## config.mk

```make
export PLATFORM = sky130hd
export DESIGN_NAME = dual_one_wire_temperature_reader
export DESIGN_NICKNAME = d
export VERILOG_FILES = /design/src/hw/rtl/owtr_pkg.sv /design/src/hw/rtl/dual_one_wire_temperature_reader.sv /design/src/hw/rtl/owtr_apb.sv /design/src/hw/rtl/owtr_core.sv
export SDC_FILE = /design/constraint.sdc
export NUM_CORES = 1
export LEC_CHECK = 0
export BUFFER_PORTS_ARGS = -buffer_cell sky130_fd_sc_hd__buf_2
export CAP_MARGIN = 5
export CORE_AREA = 2 2 108 110
export CTS_CLUSTER_DIAMETER = 200
export DETAILED_ROUTE_END_ITERATION = 10
export DIE_AREA = 0 0 110 112
export GPL_TIMING_DRIVEN = 0
export PLACE_DENSITY = 0.89
export SLEW_MARGIN = 10
export SYNTH_ARGS = -nofsm -noshare
export SYNTH_HDL_FRONTEND = slang
export SYNTH_SLANG_ARGS = --single-unit
```

## constraint.sdc

```tcl
create_clock -name i_clk -period 4.1 [get_ports i_clk]
set_input_delay 0.205 -clock i_clk [delete_from_list [all_inputs] [get_ports i_clk]]
set_output_delay 0.205 -clock i_clk [all_outputs]
set_load 0.01 [all_outputs]
```

## src/hw/rtl/owtr_pkg.sv

```systemverilog
// ---------------------------------------------------------------------------
// owtr_pkg
// Types, codes and constants of the dual 1-Wire temperature reader.
// ---------------------------------------------------------------------------
package owtr_pkg;

    localparam int OWTR_WORD_BITS = 16;
    localparam int TICK_W         = 10;
    localparam int TEMP_W         = 7;
    localparam int STATUS_W       = 4;
    localparam int CMD_W          = 2;
    localparam int REG_IDX_W      = 3;
    localparam int APB_ADDR_W     = 5;
    localparam int APB_DATA_W     = 32;
    localparam int IN_DATA_W      = 8;
    localparam int IN_USER_W      = 3;
    localparam int OUT_DATA_W     = 16;

    // register indexes (byte address = 4 * index)
    localparam logic [REG_IDX_W-1:0] REG_PRES_SAMPLE = 3'd0;
    localparam logic [REG_IDX_W-1:0] REG_WR1_LOW     = 3'd1;
    localparam logic [REG_IDX_W-1:0] REG_WR0_LOW     = 3'd2;
    localparam logic [REG_IDX_W-1:0] REG_RD_LOW      = 3'd3;
    localparam logic [REG_IDX_W-1:0] REG_RD_SAMPLE   = 3'd4;

    localparam logic [TICK_W-1:0] RST_PRES_SAMPLE = 10'd70;
    localparam logic [TICK_W-1:0] RST_WR1_LOW     = 10'd10;
    localparam logic [TICK_W-1:0] RST_WR0_LOW     = 10'd70;
    localparam logic [TICK_W-1:0] RST_RD_LOW      = 10'd2;
    localparam logic [TICK_W-1:0] RST_RD_SAMPLE   = 10'd10;

    localparam logic [7:0] ROM_SKIP_BYTE = 8'hCC;
    localparam logic [7:0] CONVERT_BYTE  = 8'h44;
    localparam logic [7:0] RD_PAD_BYTE   = 8'hBE;

    typedef enum logic [CMD_W-1:0] {
        CMD_TICK = 2'd0,
        CMD_STEP = 2'd1,
        CMD_READ = 2'd2
    } t_cmd;

    typedef enum logic [STATUS_W-1:0] {
        SEQ_IDLE  = 4'd0,
        SEQ_RST1  = 4'd1,
        SEQ_PRES1 = 4'd2,
        SEQ_SKIP1 = 4'd3,
        SEQ_CONV  = 4'd4,
        SEQ_POLL  = 4'd5,
        SEQ_RST2  = 4'd6,
        SEQ_PRES2 = 4'd7,
        SEQ_SKIP2 = 4'd8,
        SEQ_RDCMD = 4'd9,
        SEQ_WORD  = 4'd10,
        SEQ_DONE  = 4'd11
    } t_seq;

    typedef enum logic [2:0] {
        SLOT_NONE      = 3'd0,
        SLOT_PRESENCE  = 3'd1,
        SLOT_WRITE_LOW = 3'd2,
        SLOT_READ_LOW  = 3'd3,
        SLOT_READ_WAIT = 3'd4
    } t_slot;

    typedef struct packed {
        logic [TICK_W-1:0] pres_sample;
        logic [TICK_W-1:0] wr1_low;
        logic [TICK_W-1:0] wr0_low;
        logic [TICK_W-1:0] rd_low;
        logic [TICK_W-1:0] rd_sample;
    } t_cfg;

    typedef struct packed {
        logic [CMD_W-1:0] command;
        logic             line_a_level;
        logic             line_b_level;
        logic             sensor_select;
    } t_item;

    typedef struct packed {
        logic [TEMP_W-1:0]   temperature_value;
        logic [STATUS_W-1:0] status;
        logic                slot_busy;
        logic                drive_low;
    } t_result;

    // byte sent in each command-byte position
    function automatic logic [7:0] cmd_byte(input t_seq seq);
        logic [7:0] b;
        unique case (seq)
            SEQ_SKIP1: b = ROM_SKIP_BYTE;
            SEQ_CONV:  b = CONVERT_BYTE;
            SEQ_SKIP2: b = ROM_SKIP_BYTE;
            default:   b = RD_PAD_BYTE;
        endcase
        return b;
    endfunction

endpackage

```

## src/hw/rtl/dual_one_wire_temperature_reader.sv

```systemverilog
// ---------------------------------------------------------------------------
// dual_one_wire_temperature_reader
// 1-Wire master for two sensor lines driven in lockstep, stream in/out.
// ---------------------------------------------------------------------------
// Each input item is a command: a 1 us tick that times the running slot, a
// step that starts the next slot of the reset / skip-ROM / convert / poll /
// reset / skip-ROM / read-scratchpad / word-read sequence, or a read that
// returns the chosen sensor's temperature in whole degrees (0 when that
// sensor gave no presence pulse) and returns a finished sequence to idle.
// Every item yields exactly one result item with the line drive, the busy
// flag, the sequence status and the read value. Throughput is one item per
// clock while the output is not stalled; the accepting edge loads the input
// register, and once the output slot is free the single state-update pass
// runs into the result register, which holds the output until it is taken.
// The separate input register lets a new item enter while a result
// waits to be taken. Timing registers are written over APB at byte addresses
// 0x00 (presence sample), 0x04 (write-one low), 0x08 (write-zero low), 0x0C
// (read low) and 0x10 (read sample), 10 bits each; write them only while
// no item is in flight.
// ---------------------------------------------------------------------------
module dual_one_wire_temperature_reader
    import owtr_pkg::*;
#(
    parameter int WORD_BITS = OWTR_WORD_BITS
) (
    input  logic                  i_clk,
    input  logic                  i_rst_n,
    // input stream
    input  logic                  s_axis_tvalid,
    output logic                  s_axis_tready,
    input  logic [IN_DATA_W-1:0]  s_axis_tdata,  // [0] line_a_level, [1] line_b_level
    input  logic [IN_USER_W-1:0]  s_axis_tuser,  // [1:0] command, [2] sensor_select
    // result stream
    output logic                  m_axis_tvalid,
    input  logic                  m_axis_tready,
    // [0] drive_low, [1] slot_busy, [5:2] status, [12:6] temperature_value
    output logic [OUT_DATA_W-1:0] m_axis_tdata,
    // configuration
    input  logic                  psel,
    input  logic                  penable,
    input  logic                  pwrite,
    input  logic [APB_ADDR_W-1:0] paddr,
    input  logic [APB_DATA_W-1:0] pwdata,
    output logic [APB_DATA_W-1:0] prdata,
    output logic                  pready
);

    t_cfg    w_cfg;
    t_item   r_item;
    t_result w_res;
    t_result r_res;
    logic    r_in_valid, n_in_valid;
    logic    r_out_valid, n_out_valid;
    logic    w_adv;
    logic    w_fire;
    logic    w_s_acc;

    // output slot free or draining this cycle
    assign w_adv         = !r_out_valid || m_axis_tready;
    assign w_fire        = r_in_valid && w_adv;
    assign s_axis_tready = !r_in_valid || w_adv;
    assign w_s_acc       = s_axis_tvalid && s_axis_tready;

    always_comb begin
        n_in_valid  = r_in_valid;
        n_out_valid = r_out_valid;
        if (w_s_acc) begin
            n_in_valid = 1'b1;
        end else if (w_fire) begin
            n_in_valid = 1'b0;
        end
        if (w_fire) begin
            n_out_valid = 1'b1;
        end else if (m_axis_tready) begin
            n_out_valid = 1'b0;
        end
    end

    owtr_apb u_apb (
        .i_clk   (i_clk),
        .i_rst_n (i_rst_n),
        .psel    (psel),
        .penable (penable),
        .pwrite  (pwrite),
        .paddr   (paddr),
        .pwdata  (pwdata),
        .prdata  (prdata),
        .pready  (pready),
        .o_cfg   (w_cfg)
    );

    // state update happens as the item moves into the result register
    owtr_core #(
        .WORD_BITS (WORD_BITS)
    ) u_core (
        .i_clk   (i_clk),
        .i_rst_n (i_rst_n),
        .i_fire  (w_fire),
        .i_item  (r_item),
        .i_cfg   (w_cfg),
        .o_res   (w_res)
    );

    always_ff @(posedge i_clk) begin
        if (!i_rst_n) begin
            r_in_valid  <= 1'b0;
            r_out_valid <= 1'b0;
        end else begin
            r_in_valid  <= n_in_valid;
            r_out_valid <= n_out_valid;
        end
    end

    // payload registers
    always_ff @(posedge i_clk) begin
        if (w_s_acc) begin
            r_item.command       <= s_axis_tuser[CMD_W-1:0];
            r_item.line_a_level  <= s_axis_tdata[0];
            r_item.line_b_level  <= s_axis_tdata[1];
            r_item.sensor_select <= s_axis_tuser[CMD_W];
        end
        if (w_fire) begin
            r_res <= w_res;
        end
    end

    assign m_axis_tvalid = r_out_valid;
    assign m_axis_tdata  = OUT_DATA_W'(r_res);

endmodule

```

## src/hw/rtl/owtr_apb.sv

```systemverilog
// ---------------------------------------------------------------------------
// owtr_apb
// APB register file holding the five slot timing values.
// ---------------------------------------------------------------------------
module owtr_apb
    import owtr_pkg::*;
(
    input  logic                  i_clk,
    input  logic                  i_rst_n,
    input  logic                  psel,
    input  logic                  penable,
    input  logic                  pwrite,
    input  logic [APB_ADDR_W-1:0] paddr,
    input  logic [APB_DATA_W-1:0] pwdata,
    output logic [APB_DATA_W-1:0] prdata,
    output logic                  pready,
    output t_cfg                  o_cfg
);

    t_cfg                 r_cfg;
    t_cfg                 n_cfg;
    logic [REG_IDX_W-1:0] w_idx;
    logic [TICK_W-1:0]    w_rd;
    logic [TICK_W-1:0]    w_wval;

    assign w_idx  = paddr[APB_ADDR_W-1:2];
    assign w_wval = pwdata[TICK_W-1:0];
    assign pready = 1'b1;

    always_comb begin
        n_cfg = r_cfg;
        if (psel && penable && pwrite) begin
            unique case (w_idx)
                REG_PRES_SAMPLE: n_cfg.pres_sample = w_wval;
                REG_WR1_LOW:     n_cfg.wr1_low     = w_wval;
                REG_WR0_LOW:     n_cfg.wr0_low     = w_wval;
                REG_RD_LOW:      n_cfg.rd_low      = w_wval;
                REG_RD_SAMPLE:   n_cfg.rd_sample   = w_wval;
                default:         ;
            endcase
        end
    end

    always_comb begin
        unique case (w_idx)
            REG_PRES_SAMPLE: w_rd = r_cfg.pres_sample;
            REG_WR1_LOW:     w_rd = r_cfg.wr1_low;
            REG_WR0_LOW:     w_rd = r_cfg.wr0_low;
            REG_RD_LOW:      w_rd = r_cfg.rd_low;
            REG_RD_SAMPLE:   w_rd = r_cfg.rd_sample;
            default:         w_rd = '0;
        endcase
    end

    assign prdata = APB_DATA_W'(w_rd);
    assign o_cfg  = r_cfg;

    always_ff @(posedge i_clk) begin
        if (!i_rst_n) begin
            r_cfg.pres_sample <= RST_PRES_SAMPLE;
            r_cfg.wr1_low     <= RST_WR1_LOW;
            r_cfg.wr0_low     <= RST_WR0_LOW;
            r_cfg.rd_low      <= RST_RD_LOW;
            r_cfg.rd_sample   <= RST_RD_SAMPLE;
        end else begin
            r_cfg <= n_cfg;
        end
    end

endmodule

```

## src/hw/rtl/owtr_core.sv

```systemverilog
// ---------------------------------------------------------------------------
// owtr_core
// Sequencer state and the one-pass update applied to each item.
// ---------------------------------------------------------------------------
module owtr_core
    import owtr_pkg::*;
#(
    parameter int WORD_BITS = OWTR_WORD_BITS
) (
    input  logic    i_clk,
    input  logic    i_rst_n,
    input  logic    i_fire,
    input  t_item   i_item,
    input  t_cfg    i_cfg,
    output t_result o_res
);

    localparam int CNT_W = $clog2(WORD_BITS + 1);
    localparam int IDX_W = $clog2(WORD_BITS);

    t_seq                r_seq,    n_seq;
    t_slot               r_slot,   n_slot;
    logic [TICK_W-1:0]   r_timer,  n_timer;
    logic [CNT_W-1:0]    r_cnt,    n_cnt;
    logic                r_low,    n_low;
    logic [WORD_BITS-1:0] r_shift_a, n_shift_a;
    logic [WORD_BITS-1:0] r_shift_b, n_shift_b;
    logic [TEMP_W-1:0]   r_temp_a, n_temp_a;
    logic [TEMP_W-1:0]   r_temp_b, n_temp_b;
    logic                r_err_a,  n_err_a;
    logic                r_err_b,  n_err_b;
    logic [TEMP_W-1:0]   w_tv;
    logic [7:0]          w_byte;

    assign w_byte = cmd_byte(r_seq);

    always_comb begin
        n_seq     = r_seq;
        n_slot    = r_slot;
        n_timer   = r_timer;
        n_cnt     = r_cnt;
        n_low     = r_low;
        n_shift_a = r_shift_a;
        n_shift_b = r_shift_b;
        n_temp_a  = r_temp_a;
        n_temp_b  = r_temp_b;
        n_err_a   = r_err_a;
        n_err_b   = r_err_b;
        w_tv      = '0;
        if (i_fire) begin
            unique case (i_item.command)
                CMD_TICK: begin
                    if (r_slot != SLOT_NONE) begin
                        if (r_timer > TICK_W'(1)) begin
                            n_timer = r_timer - TICK_W'(1);
                        end else begin
                            n_timer = '0;
                            unique case (r_slot)
                                SLOT_PRESENCE: begin
                                    n_err_a = i_item.line_a_level;
                                    n_err_b = i_item.line_b_level;
                                    n_slot  = SLOT_NONE;
                                    n_seq   = t_seq'(STATUS_W'(r_seq) + STATUS_W'(1));
                                end
                                SLOT_WRITE_LOW: begin
                                    n_low  = 1'b0;
                                    n_slot = SLOT_NONE;
                                end
                                SLOT_READ_LOW: begin
                                    n_slot  = SLOT_READ_WAIT;
                                    n_timer = i_cfg.rd_sample;
                                    n_low   = 1'b0;
                                end
                                default: begin
                                    n_slot = SLOT_NONE;
                                    if (r_seq == SEQ_POLL) begin
                                        if (i_item.line_a_level) begin
                                            n_seq = SEQ_RST2;
                                        end
                                    end else if (r_seq == SEQ_WORD &&
                                                 r_cnt < CNT_W'(WORD_BITS)) begin
                                        n_shift_a[r_cnt[IDX_W-1:0]] = i_item.line_a_level;
                                        n_shift_b[r_cnt[IDX_W-1:0]] = i_item.line_b_level;
                                        n_cnt = r_cnt + CNT_W'(1);
                                    end
                                end
                            endcase
                        end
                    end
                end
                CMD_STEP: begin
                    if (r_slot == SLOT_NONE) begin
                        unique case (r_seq)
                            SEQ_IDLE, SEQ_RST1, SEQ_RST2: begin
                                n_low = 1'b1;
                                n_cnt = '0;
                                n_seq = (r_seq == SEQ_RST2) ? SEQ_PRES2 : SEQ_PRES1;
                            end
                            SEQ_PRES1, SEQ_PRES2: begin
                                n_slot  = SLOT_PRESENCE;
                                n_timer = i_cfg.pres_sample;
                                n_low   = 1'b0;
                            end
                            SEQ_SKIP1, SEQ_CONV, SEQ_SKIP2, SEQ_RDCMD: begin
                                if (r_cnt >= CNT_W'(8)) begin
                                    n_cnt = '0;
                                    n_low = 1'b0;
                                    n_seq = t_seq'(STATUS_W'(r_seq) + STATUS_W'(1));
                                end else begin
                                    n_slot  = SLOT_WRITE_LOW;
                                    n_timer = w_byte[r_cnt[2:0]] ? i_cfg.wr1_low
                                                                 : i_cfg.wr0_low;
                                    n_low   = 1'b1;
                                    n_cnt   = r_cnt + CNT_W'(1);
                                end
                            end
                            SEQ_POLL: begin
                                n_slot  = SLOT_READ_LOW;
                                n_timer = i_cfg.rd_low;
                                n_low   = 1'b1;
                            end
                            SEQ_WORD: begin
                                if (r_cnt >= CNT_W'(WORD_BITS)) begin
                                    n_temp_a = r_shift_a[7:1];
                                    n_temp_b = r_shift_b[7:1];
                                    n_cnt    = '0;
                                    n_seq    = SEQ_DONE;
                                end else begin
                                    if (r_cnt == '0) begin
                                        n_shift_a = '0;
                                        n_shift_b = '0;
                                    end
                                    n_slot  = SLOT_READ_LOW;
                                    n_timer = i_cfg.rd_low;
                                    n_low   = 1'b1;
                                end
                            end
                            default: ;
                        endcase
                    end
                end
                CMD_READ: begin
                    if (r_seq == SEQ_DONE) begin
                        n_seq = SEQ_IDLE;
                    end
                    if (i_item.sensor_select) begin
                        w_tv = r_err_b ? '0 : r_temp_b;
                    end else begin
                        w_tv = r_err_a ? '0 : r_temp_a;
                    end
                end
                default: ;
            endcase
        end
    end

    assign o_res.drive_low         = n_low;
    assign o_res.slot_busy         = (n_slot != SLOT_NONE);
    assign o_res.status            = n_seq;
    assign o_res.temperature_value = w_tv;

    always_ff @(posedge i_clk) begin
        if (!i_rst_n) begin
            r_seq     <= SEQ_IDLE;
            r_slot    <= SLOT_NONE;
            r_timer   <= '0;
            r_cnt     <= '0;
            r_low     <= 1'b0;
            r_shift_a <= '0;
            r_shift_b <= '0;
            r_temp_a  <= '0;
            r_temp_b  <= '0;
            r_err_a   <= 1'b0;
            r_err_b   <= 1'b0;
        end else begin
            r_seq     <= n_seq;
            r_slot    <= n_slot;
            r_timer   <= n_timer;
            r_cnt     <= n_cnt;
            r_low     <= n_low;
            r_shift_a <= n_shift_a;
            r_shift_b <= n_shift_b;
            r_temp_a  <= n_temp_a;
            r_temp_b  <= n_temp_b;
            r_err_a   <= n_err_a;
            r_err_b   <= n_err_b;
        end
    end

endmodule

```

==> key figures <==
Run status
  • Status: finished clean

Power
  • Sw Ratio: a little under a quarter
  • PwrDens: roughly 380 nW/um2
  • Total power after layout: roughly 0.0029 W
  • Int Pwr: around 0.0022 W
  • Clock power share: 48.0%
  • Switching power: about 0.00068 W
  • Leak Pwr: 3.01 nW
  • Worst vdd ir: roughly 0.00030 V
  • Comb power frac: roughly 8.4%
  • Power share of the sequential group: a little over two fifths

Synthesis
  • Async S/R FF share, synth: 0%
  • Cells after Synth: 741
  • Cell variety after synth: 66
  • Syn avg cell area: around 8.8 um2
  • Post-synthesis sequential area ratio: 40.6%
  • Synth warnings: 0
  • Netlist Area Pre-Place: ~6500 um2
  • Post-synth EDFFs: 18
  • Seq cells post-synth: 123
  • Primary FF master, synth: dfxtp_1

Cells and area
  • Finished Layout Cells: between 900 and 1000
  • Share of cells above drive strength 1: between 10% and 20%
  • Area Growth Syn to Fin: 17.1%
  • Final nets: 900
  • Antenna cells: 0

Clock tree
  • Clk slew on worst S/H paths: around 50 ps
  • Post_cts resized: 0
  • Htree depth: 4
  • CTS tree: yes
  • Clock buffer depth: 2
  • Post-CTS setup buffers: 0
  • Cts bufs inserted: 17
  • Root buf cell: clkbuf_16
  • CTS Sinks: between 100 and 150
  • Worst skew pair latency: approximately 420 ps

Worst hold path
  • Min-Delay Path Class: in2reg
  • Hold Path Stages: 3
  • Min-Delay Endpoint: r_in_valid$_SDFFE_PN0P_
  • Hold wc startpoint: s_axis_tvalid

Route
  • Routed vias: 6192
  • DRT Wirelength: roughly 19 mm
  • Pre-Repair DR Iteration Count: 5
  • DRC: 0
  • Via density: roughly 6.2
  • Drt wl/cell: roughly 19 um
  • Post-route ant nets: 0
  • DR iter-0 viols: roughly 760

Setup path
  • Worst r2r dst: u_core.r_timer[7]$_SDFFE_PN0P_
  • Worst-path maximum fanout: 10
  • CP bufs+invs: 2
  • Setup crit start kind: flip-flop
  • Worst Reg-to-Reg Cells: 9
  • Worst path arrival time: 3640 ps
  • Setup crit end kind: flip-flop
  • Reg2reg start: u_core.r_seq[0]$_SDFF_PN0_
  • Worst path max stage delay: 790 ps
  • R2r setup slk: 820 ps
  • Cell family with most CP delay: compound AO/OA/AOI/OAI gates
  • Critical path class: reg2reg
  • Critical path cell sequence: inv_1 > ha_1 > clkbuf_1 > nor2b_1 > or4_1 > o2111a_1 > a21oi_1 > a221o_1 > a32o_1
  • Required time of the critical path: around 4500 ps
  • Worst path slowest cell: a21oi_1

Timing
  • Hold_ws: approximately 15 ps
  • Headroom to the max-slew limit: 31.9%
  • Final Hold Viols: 0
  • Setup ws final: around 820 ps
  • Slew of the pin with the lowest slew margin: between 1000 and 1500 ps
  • Fmax: slightly above 0.3 GHz
  • Setup TNS: 0 ps
  • Crit share post-route: approximately four fifths
  • Unrepaired setup endpoints after global routing: false
  • Fin crit period: about 3300 ps
  • Layout Skew: just over 6 ps
  • Finish-stage setup viols: 0
  • Max-slew violations: 0

Die
  • Die footprint: 12300 um2
  • Initial Util: between 50% and 60%
  • Die width: 110 um
  • DIE HEIGHT: 112 um
  • Row count: 39
  • Core area: 11200 um2
  • Ports: 106

Global routing
  • Largest net degree at the start of global routing: 17
  • First-pass GRT wire length: about 30 mm
  • Vias in the first global route: ~6000
  • Initial antenna violation count: 0
  • Tot GR Track Use: between 30% and 40%
  • GRT overflow: 0

Place
  • Dpl hpwl: between 10 and 15 mm
  • DP Cell Count: around 950
  • Dpl ws: approximately 760 ps
  • # port buffers: 45
  • GP Congestion: 0.961

Run
  • Max_cap viols: 0
worst register-to-register path: cells and delay by family (launching register included):
| kind | cells | cell delay [ps] |
|---|---|---|
| fa+ha+maj | 1 | 170 |
| buf+inv | 2 | 530 |
| simple gates | 2 | 620 |
| flops | 1 | 370 |
| compound gates | 4 | 1530 |
power by group through the flow:
stage	registers (W)	logic, W	clock network [W]
6_report	0.00126	0.000243	0.00138
5_1_grt	0.00126	0.000260	0.00144
3_5_place_dp	0.00128	0.000229	0
4_1_cts	0.00125	0.000235	0.00138
3_3_place_gp	0.00128	0.000225	0
2_1_floorplan	0.00128	0.000156	0
through the flow:
| step | instance area, um2 | util, % |
|---|---|---|
| after floorplan | 6600 | - |
| after global placement | 7010 | 62.7 |
| after detailed placement | 7020 | 62.8 |
| after CTS | 7620 | 68.2 |
| after global routing | 7630 | 68.2 |
| final | 7630 | 68.2 |
per-layer routing:
metal	wire length (um)	share of wire (%)	global-route usage (%)	vias up
met3	2290	12	8.37	63
met4	605	3.2	13.2	0
met2	8380	44	47.0	395
li1	-	-	-	2869
met1	7560	40	42.7	2865
met5	0	0	0	-
worst max path at each step:
stage / from / to / cells past startpoint
after floorplan: u_core.r_timer[3]$_SDFFE_PN0P_ / u_core.r_shift_a[3]$_SDFFE_PN0P_ / 7
after global placement: u_core.r_seq[0]$_SDFF_PN0_ / u_core.r_timer[9]$_SDFFE_PN0P_ / 9
after detailed placement: u_core.r_seq[0]$_SDFF_PN0_ / u_core.r_timer[9]$_SDFFE_PN0P_ / 9
after CTS: u_core.r_seq[0]$_SDFF_PN0_ / u_core.r_timer[7]$_SDFFE_PN0P_ / 9
after global routing: u_core.r_seq[0]$_SDFF_PN0_ / u_core.r_timer[7]$_SDFFE_PN0P_ / 9
final: u_core.r_seq[0]$_SDFF_PN0_ / u_core.r_timer[7]$_SDFFE_PN0P_ / 9
kinds of logic (layout without fill, tap and decap cells):
kind of cell               after synthesis  after routing  synth area share [%]
AOI/OAI and AO/OA                      194            194                  22.0
xor gates and xnor gates                 8              8                  1.08
adders and majority gates               10             10                  1.92
buffers and inverters                   92            175                  6.82
DFF                                    123            123                  40.6
muxes                                   51             51                  8.20
other                                    2             26                 0.115
and+or+nand+nor                        261            261                  19.3
state kept, by name, indices dropped and copies added, names as in the netlist, 3 cells and up:
signal	cells
m_axis_tdata	13
r_item	5
u_apb.o_cfg	50
u_core.r_cnt	5
u_core.r_seq	4
u_core.r_shift_a	7
u_core.r_shift_b	7
u_core.r_slot	3
u_core.r_temp_a	7
u_core.r_temp_b	7
u_core.r_timer	10
synth_stat cells (3+ instances only):
cell type	n	share of area, %
a21oi_1	47	3.6
and2_1	9	0.86
o21ai_0	12	0.92
dfxtp_1	105	32
clkbuf_1	43	2.5
buf_1	5	0.29
nor3b_1	7	0.81
xor2_1	4	0.54
o2111a_1	3	0.52
and3_1	6	0.58
buf_4	26	3.0
nand3_1	22	1.7
a211oi_1	4	0.46
o22ai_1	12	1.2
a32o_1	10	1.5
a22oi_1	18	2.1
xnor2_1	4	0.54
nor3_1	11	0.85
mux2_2	9	1.6
nand4_1	7	0.67
or3_1	3	0.29
nor4_1	4	0.38
o211ai_1	10	1.2
a31oi_1	10	0.96
inv_1	16	0.92
ha_1	10	1.9
edfxtp_1	18	8.3
nand2_1	92	5.3
a211o_1	3	0.40
nor2_1	66	3.8
o21a_1	9	1.0
o21bai_1	3	0.35
nand2b_1	6	0.58
a22o_1	14	1.9
a221o_1	21	3.2
nor2b_1	11	1.1
mux2i_1	41	6.3
what timing repair did:
item,4_1_cts,5_1_grt
endpoints found under the setup margin,0,0
hold endpoints to repair,5,0
hold buffers,5,0
placed cells by master, fill, tap and decap left out, types with 16 or more instances in the layout:
| master | Yosys | final |
|---|---|---|
| clkbuf_1 | 43 | 46 |
| a21oi_1 | 47 | 47 |
| edfxtp_1 | 18 | 18 |
| inv_1 | 16 | 16 |
| buf_4 | 26 | 27 |
| a22oi_1 | 18 | 18 |
| mux2i_1 | 41 | 41 |
| buf_2 | 1 | 46 |
| nor2_1 | 66 | 65 |
| a221o_1 | 21 | 21 |
| nand3_1 | 22 | 22 |
| dfxtp_1 | 105 | 105 |
| conb_1 | 2 | 26 |
| nand2_1 | 92 | 92 |
| clkbuf_16 | 0 | 18 |
layout make-up:
cell class,instances,area [um2]
Timing Repair Buffer,51,283
Tap cell,143,179
Multi-Input combinational cell,550,3530
Sequential cell,123,2640
Inverter,17,63.8
Fill cell,885,3550
Clock inverter,10,72.6
Clock buffer,22,475
Buffer,75,380
Note: power is estimated with default switching activity, not from simulation.
